File: src/rtl/backward_lz_bit_decompressor_macros.svh
// Assertion macros
`ifndef BACKWARD_LZ_BIT_DECOMPRESSOR_MACROS_SVH
`define BACKWARD_LZ_BIT_DECOMPRESSOR_MACROS_SVH
`define BLZ_ASSERT(label, clk, rst_n, prop, msg) \
  label: assert property (@(posedge clk) disable iff (!rst_n) (prop)) else $error(msg);
`define BLZ_ASSERT_NEXT(label, clk, rst_n, ante, cons, msg) \
  label: assert property (@(posedge clk) disable iff (!rst_n) (ante) |=> (cons)) \
    else $error(msg);
`endif

File: src/rtl/blzd_pkg.sv
package blzd_pkg;
  typedef enum logic [2:0] {
    MODE_PREFIX = 3'd0, MODE_LITLEN_SHORT = 3'd1, MODE_LITLEN_LONG = 3'd2,
    MODE_MATCHLEN = 3'd3, MODE_OFFSET = 3'd4, MODE_LITERAL = 3'd5, MODE_COPY = 3'd6
  } mode_e;
  localparam logic [1:0] PH_SIZE = 2'd0;
  localparam logic [1:0] PH_CSUM = 2'd1;
  localparam logic [1:0] PH_CHUNK = 2'd2;
  localparam logic [1:0] PH_DECODE = 2'd3;
  localparam logic OP_LOAD = 1'b0;
  localparam logic OP_BYTE = 1'b1;
  localparam logic [31:0] SENTINEL = 32'h8000_0000;

  typedef struct packed {
    logic       byte_valid;
    logic [7:0] out_byte;
    logic [31:0] out_position;
    logic       last;
    logic       need_word;
    logic       check_ok;
    logic       overrun;
    logic       misuse;
  } result_t;

  // controller -> datapath
  typedef struct packed {
    logic start;   // latch a new transaction
    logic step;    // perform one bit/byte step
    logic finish;  // capture result
  } cmd_t;

  // datapath -> controller
  typedef struct packed {
    logic done;    // transaction resolved
  } status_t;
endpackage

File: src/rtl/blzd_ctrl.sv
module blzd_ctrl import blzd_pkg::*; (
  input  logic    clk_i,
  input  logic    rst_ni,
  input  logic    in_valid_i,
  output logic    in_ready_o,
  output logic    out_valid_o,
  input  logic    out_ready_i,
  output cmd_t    cmd_o,
  input  status_t stat_i
);
  typedef enum logic [2:0] {
    ST_IDLE = 3'b001, ST_RUN = 3'b010, ST_OUT = 3'b100
  } state_e;
  state_e state_q, state_d;

  always_comb begin
    state_d = state_q;
    cmd_o = '0;
    in_ready_o = 1'b0;
    out_valid_o = 1'b0;
    unique case (state_q)
      ST_IDLE: begin
        in_ready_o = 1'b1;
        if (in_valid_i) begin
          cmd_o.start = 1'b1;
          state_d = ST_RUN;
        end
      end
      ST_RUN: begin
        cmd_o.step = 1'b1;
        if (stat_i.done) begin
          cmd_o.finish = 1'b1;
          state_d = ST_OUT;
        end
      end
      ST_OUT: begin
        out_valid_o = 1'b1;
        if (out_ready_i) state_d = ST_IDLE;
      end
      default: state_d = ST_IDLE;
    endcase
  end

  always_ff @(posedge clk_i or negedge rst_ni) begin
    if (!rst_ni) state_q <= ST_IDLE;
    else state_q <= state_d;
  end

  `include "backward_lz_bit_decompressor_macros.svh"
  `BLZ_ASSERT(a_onehot, clk_i, rst_ni, $onehot(state_q), "state not one-hot")
  `BLZ_ASSERT_NEXT(a_start, clk_i, rst_ni, cmd_o.start, state_q == ST_RUN, "start lost")
  `BLZ_ASSERT(a_excl, clk_i, rst_ni, !(in_ready_o && out_valid_o), "ready while holding")
endmodule

File: config.mk
export PLATFORM = sky130hd
export DESIGN_NAME = blzd_ctrl
export DESIGN_NICKNAME = d
export VERILOG_FILES = /design/src/rtl/blzd_pkg.sv /design/src/rtl/blzd_ctrl.sv
export VERILOG_INCLUDE_DIRS = /design/src /design/src/rtl
export SDC_FILE = /design/constraint.sdc
export NUM_CORES = 1
export LEC_CHECK = 0
export BUFFER_PORTS_ARGS = -buffer_cell sky130_fd_sc_hd__buf_2
export CORE_AREA = 4 4 41 43
export DETAILED_ROUTE_END_ITERATION = 8
export DIE_AREA = 0 0 45 47
export PLACE_DENSITY_LB_ADDON = 0.05
export SLEW_MARGIN = 20
export SYNTH_ARGS = -nofsm -noshare
export SYNTH_HDL_FRONTEND = slang
export SYNTH_SLANG_ARGS = --single-unit
File: constraint.sdc
create_clock -name clk_i -period 1.5 [get_ports clk_i]
set_clock_uncertainty 0.2 [all_clocks]
set_input_delay 0.375 -clock clk_i [delete_from_list [all_inputs] [get_ports clk_i]]
set_output_delay 0.375 -clock clk_i [all_outputs]
set_load 0.005 [all_outputs]
==> results by stage <==
Synthesis:
- The distinct cell type count after synthesis is 11.
- Synthesis inferred 3 register bits.
- The post-synthesis instance total is 16.
- The Yosys warning count is 0.
- Of the synthesized area, sequential elements account for 0.427.
- After synthesis the cells add up to ~180 µm².
- In this run the mean area of a mapped cell was ~11 µm².
- Synthesis produced a netlist with a net count of 21.

Placement:
- The congestion estimate from routability-driven global placement came to about 0.7.
- The number of port buffers is 9.
- The cell area reported after detailed placement is 265 µm².
- Once placement completed, the tool counted placed cells totaling 43.
- Before CTS, the worst setup slack after placement is between 0.01 and 0.015 ns.
- The half-perimeter wire length of the detailed placement result is between 400 and 500 µm.

Cells and area:
- The largest registers in the layout are state_q (3).
- For this run, the number of standard cells in the final layout without fillers is 51.
- After routing the design area is roughly 340 µm².
- The final-layout fill cell count is between 150 and 200.
- The most frequent standard cell in the layout excluding fill and tap cells is buf_2.
- The number of antenna repair diodes is 0.
- For this run, the share of the core covered by cells in the final layout is 0.258.
- Leaving out fill and tap cells, the most frequent cells in the layout are buf_2 (8), buf_4 (6), clkbuf_4 (3).
- More flip-flops sit in one register than any other, and that register is state_q.
- The number of flip-flops under the largest register name is 3.
- Of the cells placed in the final design, the portion with a size suffix greater than 1 is 0.611.
- The area growth from synthesis to layout is 87.4%.
- At the end of the flow, the number of nets in the layout was 42.

Setup path:
- The buffer and inverter count on the worst path is 1.
- The data required time of the worst path is around 0.92 ns.
- The maximum net fanout on the critical path is 5.
- On the worst path, the slowest cell contributes a delay of 0.56 ns.
- Traced cell by cell, the critical path runs through and4bb_2 > buf_6.
- The worst-path cell with the longest stage delay is dfstp_2.
- The cell family contributing the most delay on the critical path is flip-flops.
- STA classifies the critical path startpoint as a flop.
- At the worst endpoint, the arrival time is ~1.2 ns.
- The setup path with the least slack is of type reg -> out.
- The type of element capturing the critical path is an output pin.

Drt:
- Signal routing reaches up to met4.
- In this run, the number of DRC markers left after iteration 0 of detailed routing was 0.
- Detailed routing placed a total of between 200 and 300 µm of wire on met2.
- The DRC violation count after routing is 0.
- After detailed routing, the average wire length per cell comes to between 10 and 15 µm.
- Detailed routing placed a total of 21 µm of wire on met3.
- Across all layers, the routed design uses 206 vias.
- The routed length on met1 is ~230 µm.
- For this run, the detailed router's first-pass iteration total came to 1.
- The antenna violation net count after detailed routing is 0.
- The total routed wirelength is around 570 µm.
- The vias per cell is approximately 4.

Timing:
- For the finished layout, the period the worst path requires is 1.73 ns.
- The worst pin sits at a relative slew slack of 0.805.
- For the pin with the worst max-slew slack, the measured transition is about 0.29 ns.
- The part of the cycle the worst path needs is 1.15.
- The max-slew violation count came to 0.
- Setup repair after global routing could not meet its margin everywhere.
- For the final routed database, the setup TNS stands at -0.813 ns.
- Across all setup checks in the final design, the least slack found is -0.231 ns.
- The fmax is roughly 0.58 GHz.
- The worst hold margin is 0.214 ns.
- The number of hold violations in the final report is 0.
- The setup-violating endpoint count in the final report is 5.

Power and ir drop:
- The overall power of the completed layout is approximately 0.55 mW.
- The total power divided by cell area is roughly 1600 nW/µm².
- The standby leakage power is approximately 0.16 nW.
- The worst ir drop on vdd is ~0.34 mV.

Die:
- The core region is approximately 1300 µm².
- The floorplan step defined a die boundary enclosing 2120 µm².
- In this run the core area contains 13 standard-cell rows.
- The total I/O pin count is 10.
- The starting density of the core is 0.138.
- The vertical die dimension is between 40 and 50 µm.
- The x dimension of the die is approximately 45 µm.

Run status:
- The final reports fail on setup timing.
- The run finished, with violations left.

Global route:
- The maximum number of pins on one net before global-route repair is 8.
- The first global-routing pass estimated roughly 1000 µm of wire.
- The number of global-route vias before repair came to 248.
- Summed over all layers, the global routing overflow is 0.
- The global-route total usage across every layer is 0.0720.
- The number of antenna violations at the first check in global routing is 0.

Clock network:
- The cell chosen for the clock root is clkbuf_4.
- The longest clock path from root to sink contains 2 buffers.
- After clock tree synthesis, the clock-pin slew on the worst setup and hold paths is approximately 0.04 ns.
- The clock net in this run drives a total of 3 sinks.
- The number of buffers created by CTS is 3.
- The source-to-sink clock delay at the later pin of the worst-skew pair is about 0.24 ns.
- CTS built an H-tree with a depth of 1.
- The CTS tree is built.

Hold path:
- The worst hold path belongs to the class in -> reg.

Run:
- The number of maximum-capacitance constraint violations is 0.
cells by family (layout without fill, tap and decap cells):
| family | Yosys count | count (layout) | synth area share |
|---|---|---|---|
| flip-flops | 3 | 3 | 0.427 |
| AND/OR/NAND/NOR | 11 | 11 | 0.517 |
| AO/OA/AOI/OAI | 2 | 2 | 0.0559 |
| buffers and inverters | 0 | 20 | 0 |
synth_stat cells, drive strengths merged:
cell | count | area [µm²]
or3b | 2 | 17.5
dfrtp | 2 | 50.1
and2 | 1 | 6.26
nor3b | 3 | 27.5
dfstp | 1 | 26.3
a21oi | 2 | 10.0
and4bb | 1 | 12.5
nor4b | 1 | 8.76
nor3 | 1 | 5.00
nand3b | 2 | 15.0
worst reg2reg max path, delay by kind of cell, from the launching register on:
kind                   cells  cell delay, ns
buffers and inverters      2            0.23
DFF                        1            0.40
and+or+nand+nor            1            0.33
AOI/OAI and AO/OA          1            0.14
power breakdown:
group,total (mW),internal (mW),switching (mW)
clock,0.144,0.0998,0.0437
combinational,0.255,0.158,0.0977
sequential,0.148,0.119,0.0287
total,0.547,0.377,0.170
final timing paths:
kind / from / endpoint / slack (ns) / cells after the start
max: state_q[0]$_DFFE_PN1P_ / cmd_o[2] / -0.23 / 2
min: in_valid_i / state_q[1]$_DFFE_PN0P_ / 0.21 / 3
max reg2reg: state_q[2]$_DFFE_PN0P_ / state_q[2]$_DFFE_PN0P_ / 0.12 / 4
min reg2reg: state_q[0]$_DFFE_PN1P_ / state_q[2]$_DFFE_PN0P_ / 0.49 / 2
max in group asynchronous: rst_ni / state_q[0]$_DFFE_PN1P_ / 0.64 / 2
min in group asynchronous: rst_ni / state_q[1]$_DFFE_PN0P_ / 0.26 / 2
what timing repair did:
item	CTS	global route
hold endpoints to repair	3	0
hold buffers	1	0
setup endpoints to repair	5	5
gates resized for setup	1	1
pin swaps	2	2
buffers inserted	3	0
routing by layer:
layer  global-route usage  up-vias
met2                0.107        5
li1                     -      101
met1               0.0799       98
met3               0.0115        2
met5                    0        -
met4               0.0877        0
final cells by class:
| type | count | area [µm²] | area share |
|---|---|---|---|
| multi-input cells | 13 | 108 | 0.321 |
| repair buffers | 16 | 106 | 0.317 |
| flip-flops and latches | 3 | 76.3 | 0.228 |
| clock buffers | 4 | 26.3 | 0.0784 |
| well taps | 15 | 18.8 | 0.0560 |
(Power assumes the default switching activity.)
